File: src/sv/dwca_pkg.sv
// Shared types, register codes and constants of the disk window count argmax unit.
`timescale 1ns / 1ps
`default_nettype none
package dwca_pkg;

    localparam int CFG_DATA_W = 32;
    localparam int CFG_ADDR_W = 4;

    // Register indexes, taken from paddr[3:2].
    localparam logic [1:0] REG_MAP_WIDTH    = 2'd0;
    localparam logic [1:0] REG_MAP_HEIGHT   = 2'd1;
    localparam logic [1:0] REG_REACH_MARKER = 2'd2;

    localparam logic [8:0]  MAP_WIDTH_RESET    = 9'd256;
    localparam logic [8:0]  MAP_HEIGHT_RESET   = 9'd256;
    localparam logic [7:0]  REACH_MARKER_RESET = 8'd30;
    localparam logic [12:0] COUNT_LIMIT        = 13'd8191;

    typedef struct packed {
        logic       start;
        logic [8:0] map_width;
        logic [8:0] map_height;
    } scan_req_t;

    typedef struct packed {
        logic loading;
        logic report_valid;
    } scan_stat_t;

    typedef struct packed {
        logic        found;
        logic [7:0]  best_row;
        logic [7:0]  best_column;
        logic [12:0] best_count;
        logic [12:0] best_free_count;
    } result_t;

    // Half width of the disk on the row that lies d rows from the center.
    function automatic int half_span(int d, int radius);
        int s;
        s = 0;
        while ((s + 1) * (s + 1) + d * d < radius * radius) begin
            s = s + 1;
        end
        return s;
    endfunction

endpackage
`default_nettype wire

File: src/sv/dwca_scan.sv
// Scan sequencer: builds the row prefix store, then sums each free cell's disk row by row.
`timescale 1ns / 1ps
`default_nettype none
module dwca_scan #(
    parameter int MAX_WIDTH  = 256,
    parameter int MAX_HEIGHT = 256,
    parameter int RADIUS     = 40,
    parameter int AW         = 16,
    parameter int PVW        = 9
) (
    input  wire logic                clk,
    input  wire logic                rst_n,
    input  wire dwca_pkg::scan_req_t req,
    output dwca_pkg::scan_stat_t     stat,
    output dwca_pkg::result_t        result,
    input  wire logic                res_take,
    output logic                     cell_rd_en,
    output logic [AW-1:0]            cell_rd_addr,
    input  wire logic [1:0]          cell_rd_data,
    output logic                     pref_wr_en,
    output logic [AW-1:0]            pref_wr_addr,
    output logic [PVW:0]             pref_wr_data,
    output logic                     pref_rd_en,
    output logic [AW-1:0]            pref_rd_addr_lo,
    output logic [AW-1:0]            pref_rd_addr_hi,
    input  wire logic [PVW:0]        pref_rd_data_lo,
    input  wire logic [PVW:0]        pref_rd_data_hi
);
    localparam int CLW   = $clog2(MAX_WIDTH + 1);
    localparam int RLW   = $clog2(MAX_HEIGHT + 1);
    localparam int SVW   = (RADIUS > 1) ? $clog2(RADIUS) : 1;
    localparam int KW    = $clog2(2 * RADIUS);
    localparam int SRW   = ((RLW > KW) ? RLW : KW) + 2;
    localparam int XW    = (CLW > SVW) ? CLW : SVW;
    localparam int CNW0  = $clog2((2 * RADIUS - 1) * (2 * RADIUS - 1) + 1);
    localparam int CNW   = (CNW0 > 13) ? CNW0 : 13;
    localparam int KLAST = 2 * RADIUS - 2;

    typedef enum logic [7:0] {
        S_LOAD     = 8'b0000_0001,
        S_PREFIX   = 8'b0000_0010,
        S_PDRAIN   = 8'b0000_0100,
        S_CELL_RD  = 8'b0000_1000,
        S_CELL_CHK = 8'b0001_0000,
        S_DISK     = 8'b0010_0000,
        S_DDRAIN   = 8'b0100_0000,
        S_REPORT   = 8'b1000_0000
    } state_t;

    state_t state_reg, state_next;

    logic [RLW-1:0] r_reg, r_next;
    logic [CLW-1:0] c_reg, c_next;
    logic [AW-1:0]  p_reg, p_next;
    logic [KW-1:0]  k_reg, k_next;
    logic [AW-1:0]  base_reg, base_next;
    logic [CNW-1:0] total_reg, total_next;
    logic [CNW-1:0] mark_reg, mark_next;

    logic           v1_reg, first1_reg;
    logic [AW-1:0]  a1_reg;
    logic [PVW-1:0] acc_reg;
    logic           v2_reg;

    logic           found_reg, found_next;
    logic [RLW-1:0] brow_reg, brow_next;
    logic [CLW-1:0] bcol_reg, bcol_next;
    logic [CNW-1:0] bcnt_reg, bcnt_next;
    logic [CNW-1:0] bfree_reg, bfree_next;

    logic [CLW-1:0] w_eff;
    logic [RLW-1:0] h_eff;
    logic           grid_empty;
    logic           at_end;
    logic [PVW-1:0] acc_next;

    logic [SVW-1:0]        span_tab [RADIUS];
    logic signed [SRW-1:0] d_s, rr, ad_full;
    logic                  inb;
    logic [SVW-1:0]        s_val;
    logic [XW-1:0]         s_x, c_x, room_x, min_lo, min_hi;
    logic [CNW-1:0]        contrib, marked_fin;

    for (genvar gi = 0; gi < RADIUS; gi++)
    begin : g_span
        assign span_tab[gi] = SVW'(dwca_pkg::half_span(gi, RADIUS));
    end

    always_comb
    begin
        w_eff = (int'(req.map_width) > MAX_WIDTH) ? CLW'(MAX_WIDTH) : CLW'(req.map_width);
        h_eff = (int'(req.map_height) > MAX_HEIGHT) ? RLW'(MAX_HEIGHT)
                                                    : RLW'(req.map_height);
    end

    assign grid_empty = (w_eff == '0) || (h_eff == '0);
    assign at_end     = (c_reg == w_eff - CLW'(1)) && (r_reg == h_eff - RLW'(1));

    // Running marked count along the row; it restarts at column zero.
    assign acc_next = (first1_reg ? '0 : acc_reg) + PVW'(cell_rd_data[0]);

    // Disk row geometry for the current row offset.
    always_comb
    begin
        d_s     = $signed({{(SRW - KW){1'b0}}, k_reg}) - SRW'(RADIUS - 1);
        rr      = $signed({{(SRW - RLW){1'b0}}, r_reg}) + d_s;
        inb     = !rr[SRW-1] && (rr[SRW-2:0] < (SRW - 1)'(h_eff));
        ad_full = d_s[SRW-1] ? -d_s : d_s;
        s_val   = span_tab[ad_full[SVW-1:0]];
        s_x     = XW'(s_val);
        c_x     = XW'(c_reg);
        room_x  = XW'(w_eff - CLW'(1) - c_reg);
        min_lo  = (s_x < c_x) ? s_x : c_x;
        min_hi  = (s_x < room_x) ? s_x : room_x;
    end

    assign contrib = CNW'(pref_rd_data_hi[PVW-1:0]) - CNW'(pref_rd_data_lo[PVW-1:0])
                   + CNW'(pref_rd_data_lo[PVW]);
    assign marked_fin = mark_reg + (v2_reg ? contrib : '0);

    always_comb
    begin
        cell_rd_en      = 1'b0;
        cell_rd_addr    = p_reg;
        pref_rd_en      = 1'b0;
        pref_rd_addr_lo = base_reg - AW'(min_lo);
        pref_rd_addr_hi = base_reg + AW'(min_hi);
        state_next = state_reg;
        r_next     = r_reg;
        c_next     = c_reg;
        p_next     = p_reg;
        k_next     = k_reg;
        base_next  = base_reg;
        total_next = total_reg;
        mark_next  = v2_reg ? marked_fin : mark_reg;
        found_next = found_reg;
        brow_next  = brow_reg;
        bcol_next  = bcol_reg;
        bcnt_next  = bcnt_reg;
        bfree_next = bfree_reg;

        unique case (state_reg)
            S_LOAD:
            begin
                if (req.start)
                begin
                    found_next = 1'b0;
                    brow_next  = '0;
                    bcol_next  = '0;
                    bcnt_next  = '0;
                    bfree_next = '0;
                    r_next     = '0;
                    c_next     = '0;
                    p_next     = '0;
                    state_next = grid_empty ? S_REPORT : S_PREFIX;
                end
            end
            S_PREFIX:
            begin
                cell_rd_en = 1'b1;
                p_next     = p_reg + AW'(1);
                if (c_reg == w_eff - CLW'(1))
                begin
                    c_next = '0;
                    r_next = r_reg + RLW'(1);
                end
                else
                begin
                    c_next = c_reg + CLW'(1);
                end
                if (at_end)
                begin
                    state_next = S_PDRAIN;
                end
            end
            S_PDRAIN:
            begin
                r_next     = '0;
                c_next     = '0;
                p_next     = '0;
                state_next = S_CELL_RD;
            end
            S_CELL_RD:
            begin
                cell_rd_en = 1'b1;
                state_next = S_CELL_CHK;
            end
            S_CELL_CHK:
            begin
                if (cell_rd_data[1])
                begin
                    k_next     = '0;
                    base_next  = p_reg - AW'(AW'(RADIUS - 1) * AW'(w_eff));
                    total_next = '0;
                    mark_next  = '0;
                    state_next = S_DISK;
                end
                else
                begin
                    p_next = p_reg + AW'(1);
                    if (c_reg == w_eff - CLW'(1))
                    begin
                        c_next = '0;
                        r_next = r_reg + RLW'(1);
                    end
                    else
                    begin
                        c_next = c_reg + CLW'(1);
                    end
                    state_next = at_end ? S_REPORT : S_CELL_RD;
                end
            end
            S_DISK:
            begin
                pref_rd_en = inb;
                if (inb)
                begin
                    total_next = total_reg + CNW'(min_lo) + CNW'(min_hi) + CNW'(1);
                end
                base_next = base_reg + AW'(w_eff);
                k_next    = k_reg + KW'(1);
                if (k_reg == KW'(KLAST))
                begin
                    state_next = S_DDRAIN;
                end
            end
            S_DDRAIN:
            begin
                if (marked_fin > bcnt_reg)
                begin
                    found_next = 1'b1;
                    brow_next  = r_reg;
                    bcol_next  = c_reg;
                    bcnt_next  = marked_fin;
                    bfree_next = total_reg - marked_fin;
                end
                p_next = p_reg + AW'(1);
                if (c_reg == w_eff - CLW'(1))
                begin
                    c_next = '0;
                    r_next = r_reg + RLW'(1);
                end
                else
                begin
                    c_next = c_reg + CLW'(1);
                end
                state_next = at_end ? S_REPORT : S_CELL_RD;
            end
            S_REPORT:
            begin
                if (res_take)
                begin
                    state_next = S_LOAD;
                end
            end
            default:
            begin
                state_next = S_LOAD;
            end
        endcase
    end

    always_ff @(posedge clk or negedge rst_n)
    begin
        if (!rst_n)
        begin
            state_reg <= S_LOAD;
            v1_reg    <= 1'b0;
            v2_reg    <= 1'b0;
            found_reg <= 1'b0;
            brow_reg  <= '0;
            bcol_reg  <= '0;
            bcnt_reg  <= '0;
            bfree_reg <= '0;
        end
        else
        begin
            state_reg <= state_next;
            v1_reg    <= (state_reg == S_PREFIX);
            v2_reg    <= (state_reg == S_DISK) && inb;
            found_reg <= found_next;
            brow_reg  <= brow_next;
            bcol_reg  <= bcol_next;
            bcnt_reg  <= bcnt_next;
            bfree_reg <= bfree_next;
        end
    end

    always_ff @(posedge clk)
    begin
        r_reg      <= r_next;
        c_reg      <= c_next;
        p_reg      <= p_next;
        k_reg      <= k_next;
        base_reg   <= base_next;
        total_reg  <= total_next;
        mark_reg   <= mark_next;
        a1_reg     <= p_reg;
        first1_reg <= (c_reg == '0);
        if (v1_reg)
        begin
            acc_reg <= acc_next;
        end
    end

    assign pref_wr_en   = v1_reg;
    assign pref_wr_addr = a1_reg;
    assign pref_wr_data = {cell_rd_data[0], acc_next};

    assign stat.loading      = (state_reg == S_LOAD);
    assign stat.report_valid = (state_reg == S_REPORT);

    always_comb
    begin
        result.found           = found_reg;
        result.best_row        = 8'(brow_reg);
        result.best_column     = 8'(bcol_reg);
        result.best_count      = (bcnt_reg > CNW'(dwca_pkg::COUNT_LIMIT))
                               ? dwca_pkg::COUNT_LIMIT : 13'(bcnt_reg);
        result.best_free_count = (bfree_reg > CNW'(dwca_pkg::COUNT_LIMIT))
                               ? dwca_pkg::COUNT_LIMIT : 13'(bfree_reg);
    end
endmodule
`default_nettype wire

File: config.mk
export PLATFORM = sky130hd
export DESIGN_NAME = dwca_scan
export DESIGN_NICKNAME = d
export VERILOG_FILES = /design/src/sv/dwca_pkg.sv /design/src/sv/dwca_scan.sv
export SDC_FILE = /design/constraint.sdc
export NUM_CORES = 1
export LEC_CHECK = 0
export BUFFER_PORTS_ARGS = -buffer_cell sky130_fd_sc_hd__buf_2
export CORE_MARGIN = 2
export CORE_UTILIZATION = 45
export DETAILED_ROUTE_END_ITERATION = 10
export HOLD_SLACK_MARGIN = 0.05
export PLACE_DENSITY = 0.7
export SYNTH_ARGS = -nofsm -noshare
export SYNTH_HDL_FRONTEND = slang
export SYNTH_SLANG_ARGS = --single-unit
File: constraint.sdc
create_clock -name clk -period 8.9 [get_ports clk]
set_input_delay 0.445 -clock clk [delete_from_list [all_inputs] [get_ports clk]]
set_output_delay 0.445 -clock clk [all_outputs]
set_load 0.02 [all_outputs]
After elaboration in Yosys (flattened, before gate mapping). Memories as Yosys holds them, arrays and structs flattened. Cells that the tools add are included. W data, S select, Z words.

Add/subtract/negate cells: 22. $mul: 1. $lt $le $gt $ge: 9. Eq/ne operators: 19. Multiplexer cells: 53. Bitwise gates (word level): 1. Reductions and logical operators: 18.

Operators with widths (count): $mux W13 (11); $mux W9 (10); $pmux W13 S2 (3); $mux W8 (9); $pmux W9 S4 (2); $pmux W16 S4 (1); $pmux W8 S8 (1); $mux W16 (3); $add A16 B9 Y16 (2); $pmux W16 S2 (1); $pmux W8 S2 (2); $logic_not A9 Y1 (3); $add A13 B9 Y13 (2); $gt A13 B13 Y1 const B (2); $add A9 B1 Y9 const B (2); $eq A9 B9 Y1 (2); $gt A9 B9 Y1 const B (2); $lt A6 B9 Y1 (2); $mux W6 (3); $sub A9 B1 Y9 const B (2); $add A16 B1 Y16 const B (1); $sub A16 B15 Y16 (1); $sub A16 B9 Y16 (1); $mul A6 B9 Y15 const A (1); other kinds (39) (54).

Register bits: 162. Bits in read-only memories: 384. Bits of input ports: 44. Output and inout port bits: 122. Memories kept: 1.

Memory list: (name not given) (depth 64, width 6, rd ports 1, clocked after Yosys merged registers in 0, wr ports 0, line dwca_scan.sv:109) `s_val = span_tab[ad_full[SVW-1:0]];`.

Depth between registers and ports, before layout.
Depth in word-level cells: 14. Mapped depth: 38.

Least setup slack after synthesis. OpenSTA, ideal clock, no wires.

Path kind: reg-to-reg. Start: register k_reg[0]. End: register total_reg[11] (data pin). Library setup time: 0.266 ns. Data arrival time: 6.339 ns. Required time: 8.634 ns. Path slack: 2.295 ns. Stages on the path, launching flop included: 33. Buffers on the path: 3. Period minus slack after synthesis: 6.605 ns. Cells stage by stage: edfxtp_1 -> buf_1 -> inv_1 -> ha_1 -> buf_2 -> and3b_1 -> o2111a_1 -> a211oi_2 -> o22ai_1 -> nor2_1 -> a21oi_1 -> ha_1 -> a21o_1 -> a21oi_1 -> nand2_1 -> a21oi_1 -> nor2_1 -> o211ai_1 -> a221oi_2 -> buf_4 -> mux2_1 -> fa_1 -> inv_1 -> ha_1 -> a21o_1 -> a21o_1 -> a21o_1 -> a21o_1 -> a21oi_1 -> o21ai_0 -> a41oi_1 -> xor2_1 -> nor2_1.

Longest elaborated chain between the ends: 14.

RTL lines: start, declared (line dwca_scan.sv:55) `logic [KW-1:0] k_reg, k_next;`; start signal, assigned (line dwca_scan.sv:294) `k_reg <= k_next;`; $sub A7 B6 Y8 (*) (line dwca_scan.sv:105) `d_s = $signed({{(SRW - KW){1'b0}}, k_reg}) - SRW'(RADIUS - 1);`; named net d_s[0] (line dwca_scan.sv:78) `logic signed [SRW-1:0] d_s, rr, ad_full;`; $neg A6 Y6 (line dwca_scan.sv:108) `ad_full = d_s[SRW-1] ? -d_s : d_s;`; $mux W6 (*) (line dwca_scan.sv:108); $not A6 Y7 (not written as such) (*) (line dwca_scan.sv:109); $mem_v2 Z64 W6 (*); $mux W6 (not written as such) (*) (2 in series) (line dwca_scan.sv:109); $lt A6 B9 Y1 (line dwca_scan.sv:113) `min_lo = (s_x < c_x) ? s_x : c_x;`; $mux W9 (line dwca_scan.sv:113); $add A13 B9 Y13 (line dwca_scan.sv:218) `total_next = total_reg + CNW'(min_lo) + CNW'(min_hi) + CNW'(1);`; $add A13 B9 Y13 (*) (line dwca_scan.sv:218); $add A13 B1 Y13 (*) (line dwca_scan.sv:218); $mux W13 (*) (line dwca_scan.sv:216) `if (inb)`; $pmux W13 S2 (*) (line dwca_scan.sv:142) `unique case (state_reg)`; end signal, assigned (line dwca_scan.sv:296) `total_reg <= total_next;`; end, declared (line dwca_scan.sv:57) `logic [CNW-1:0] total_reg, total_next;`.

The timed path passes the listed nets; every way through them passes the cells marked *. The select of a mux whose other input is x is not followed. A chain may end at the register's enable or synchronous reset.

Worst setup path in the final report.
Start: register k_reg[0]. End: output pref_rd_addr_hi[12].

Longest elaborated chain between the ends: 10.

RTL lines: $sub A7 B6 Y8 (*) (line dwca_scan.sv:105); named net d_s[0] (line dwca_scan.sv:78); $neg A6 Y6 (line dwca_scan.sv:108); $mux W6 (*) (line dwca_scan.sv:108); $not A6 Y7 (not written as such) (*) (line dwca_scan.sv:109); $mem_v2 Z64 W6 (*); $mux W6 (not written as such) (*) (2 in series) (line dwca_scan.sv:109); $lt A6 B9 Y1 (line dwca_scan.sv:114) `min_hi = (s_x < room_x) ? s_x : room_x;`; $mux W9 (*) (line dwca_scan.sv:114); $add A16 B9 Y16 (*) (line dwca_scan.sv:127) `pref_rd_addr_hi = base_reg + AW'(min_hi);`; end, declared (line dwca_scan.sv:25) `output logic [AW-1:0] pref_rd_addr_hi,`.

Marked as above.

==> results.txt <==
* Result of the run: complete, no violations
- For this block, the routed nets add up to 35600 um of wire.
- Largest clock skew in the final design: 0.0130 ns
* Multi-input gate area: between 9000 and 10000 sq um
* Tmin final: 8.12 ns
* GRT Residual Overflow: 0
- Routability cong.: 0.899
- The cell count after synthesis came out at 1651.
- Max stage delay on crit path: 0.69 ns
- Clk sink count: around 160
* Count of TritonRoute iterations in the first routing pass: 5
- Largest net degree at the start of global routing: 54
- Power density over cell area: 269 nW/um^2
- DP Cell Count: 2200
* Slew Limit Headroom: between 20 and 25%
- Switching part of the total: 45.4%
- Register-to-register setup slack: 1.19 ns
* Slowest cell on the critical path: edfxtp_1
- Reg-to-reg endpoint: total_reg[12]
- In the routed design, unresolved DRC markers number 0.
- After clock tree synthesis, the flow added hold-fix buffers numbering 0.
- Net switching power figure: ~2.0 mW
- Width of the chip: around 180 um
- Number of nets in the layout: 2047
- Initial Util: 46.0%
* Part of the Yosys area used for sequential elements: 29.4%
* Synth Cell Area: 14600 sq um
- Post-route standard cell area excluding fillers: 16400 sq um
- The initialized floorplan defines 65 standard-cell rows.
- Cells fill roughly half of the core in the end.
- For this design the static power due to leakage is approximately 7.5 nW.
- Of the total power, registers draw between 20% and 30%.
- Across every metal layer, demand over resource in global routing totals 21.7%.
* Total via count in the routed design: 12000
* Maximum buffer depth of the clock tree: 2
* Root cell of the clock tree: clkbuf_16
- Fmax: 0.123 GHz
- For this block, the initial DRC count from the detailed router was about 590.
- Source-to-sink clock delay at the later pin of the worst-skew pair: 0.45 ns
- HP Class: in2async
- Part of the total power dissipated in the clock network: 16.6%
- I/O pin count: 166
- The wire-length estimate of the detail-placed layout is 27600 um.
- Clock tree from TritonCTS: yes
- The total count of max-transition violations in the final report came to 0.
- At the worst endpoint, the required time is between 8 and 9 ns.
- Setup violations remaining at the end of the flow were counted as 0.
- Internal power comes to 2.41 mW.
- The number of clock buffers added by TritonCTS is 17.
- Die ar.: 33900 sq um
- In this run, distinct cell masters in the synthesized netlist total 79.
- STA classifies the critical path endpoint as an output pin.
- Commonest cells after routing, fill and taps aside: ha_1 (180), inv_1 (175), buf_2 (164), nor2_1 (145), nand2_1 (126)
- The setup path with the least slack is of type reg2out.
* Post-synth EDFFs: 79
* Buffers inserted by post-CTS timing repair: 0
- Setup repair after global routing left no endpoint under its margin.
* Beginning of the worst register-to-register path: k_reg[0]
- Ratio of routed vias to standard cells: 5.38
- Measured along the y axis, the die boundary spans 184 um.
* Fraction of layout instances using a drive strength above 1: 13.0%
* Predominant post-synthesis flop cell: edfxtp_1
- Core Box Area: 31800 sq um
- Of all flip-flops after synthesis, the portion carrying an async set or reset was between 30% and 40%.
- Area Overhead vs Synth: 12.2%
- Vias in the first global route: 11900
* Routed WL per cell: 15.9 um
* Antenna violations before repair: 0
* Instance area after placement: 15800 sq um
- The repair_antennas step left the layout with diodes totalling 0.
- During placement, the flow inserted port buffers numbering 164.
- Measured in cells, the most critical reg-to-reg path has a length of 28.
- Slew of the pin with the lowest slew margin: between 1 and 1.5 ns
* Routed Antenna Nets: 0
* CP arrival: 7.68 ns
- Of the available clock period, the critical path in the final layout requires 91.3%.
- The sequential cells in the finished layout cover a total of 4300 sq um.
- In this run the mean area of a mapped cell was 8.85 sq um.
* IR drop worst, VDD: 0.000216 V
- Counting the fill cells in the layout gives ~3000.
* Critical Path Source Type: register
- Post-route insts no fill: 2232
- The most numerous cell type found on the critical path is a21oi_1.
- Post-CTS repair changed the size of 0 cells.
- Largest fanout on the critical path: 16
- The synthesized design contains ~160 register bits.
- Hold is met by approximately 0.12 ns.
- After clock tree synthesis, the clock-pin slew on the worst setup and hold paths is 0.08 ns.
- Commonest non-fill, non-tap cell in the layout: ha_1
- Of the total power, combinational logic draws 55.6%.
- In this run the number of H-tree levels came out at 4.
* Synth warnings: 0
* Global-route wire length before repair: 58800 um
- The final count of hold timing violations came to 0.
- The tool flagged a number of max-cap violations equal to 0.
- Summed over all failing endpoints, the final setup total negative slack is 0 ns.
## worst max-delay path by stage
stage               startpoint                  end  slack (ns)  cells past startpoint
finish                k_reg[0]  pref_rd_addr_hi[12]        0.78                     29
CTS                   k_reg[0]  pref_rd_addr_hi[14]        0.56                     29
global route          k_reg[0]  pref_rd_addr_hi[14]        0.11                     29
floorplan             k_reg[0]        total_reg[11]        2.29                     32
global placement       req[17]        total_reg[11]        1.28                     31
detailed placement     req[17]        total_reg[12]        0.96                     30
## power groups by stage
stage / clock network (mW) / registers [mW] / logic [mW]
3_3_place_gp: 0 / 1.24 / 2.35
6_report: 0.733 / 1.23 / 2.45
4_1_cts: 0.747 / 1.23 / 2.45
5_1_grt: 0.774 / 1.26 / 2.78
2_1_floorplan: 0 / 1.27 / 1.76
3_5_place_dp: 0 / 1.24 / 2.43
## layout make-up
type                       instances  share of cell area, %
sequential                       162                   26.2
inverter                         175                   4.01
multi-input combinational       1256                   57.6
clock buffer                      18                   2.62
timing repair buffer             172                   5.37
clock inverter                    14                  0.855
tap                              435                   3.32
## cells in the mapped netlist, types with 5 or more instances
master,instances,area [sq um]
nor2b_1,33,206
clkbuf_1,59,221
nand2_1,126,473
o211ai_1,6,45.0
nor3_1,30,150
a21oi_1,80,400
ha_1,180,2250
dfxtp_1,30,601
nor4_1,8,50.1
o21a_1,12,90.1
fa_1,39,781
xor2_1,60,526
or2_2,6,37.5
and3_1,13,81.3
a22o_1,10,87.6
a21boi_0,6,45.0
a31oi_1,12,75.1
and2_1,11,68.8
o31ai_1,5,37.5
dfrtp_1,52,1300
inv_1,175,657
or3_1,10,62.6
xnor2_1,111,972
nor2_1,145,544
o21bai_1,8,60.1
nand2b_1,17,106
edfxtp_1,79,2370
a211oi_1,7,52.6
a21o_1,39,293
nand3_1,45,225
nand4_1,22,138
o21ai_0,102,510
mux2i_1,33,330
## per-stage QoR
step / setup slack, ns / total power, mW
2_1_floorplan: 2.29 / 3.03
3_3_place_gp: 1.28 / 3.59
3_5_place_dp: 0.962 / 3.67
4_1_cts: 0.560 / 4.43
5_1_grt: 0.108 / 4.81
6_report: 0.779 / 4.41
## logic make-up (layout without fill, tap and decap cells)
logic type                 Yosys count  count (layout)  synth area share [%]
buffers and inverters              245             379                  6.51
adders and majority gates          219             219                  20.7
DFF                                162             162                  29.4
AOI/OAI and AO/OA                  331             331                  14.6
other                                2              14                0.0514
muxes                               40              40                  2.82
and+or+nand+nor                    480             480                  15.5
xor gates and xnor gates           172             172                  10.4
## per-layer routing
metal	wire, um	up-vias	GRT usage, %
met3	2250	50	4.27
met2	16700	330	37.0
li1	-	5919	-
met4	714	0	7.04
met5	0	-	0
met1	15900	5706	27.7
## worst max-delay path, delay by kind of cell (launching register included)
kind,cells,cell delay (ns)
DFF,1,0.69
AOI/OAI and AO/OA,15,3.23
buffers and inverters,2,0.44
muxes,1,0.16
adders and majority gates,4,1.51
xor gates and xnor gates,1,0.16
and+or+nand+nor,6,1.00
(Power assumes the default switching activity.)
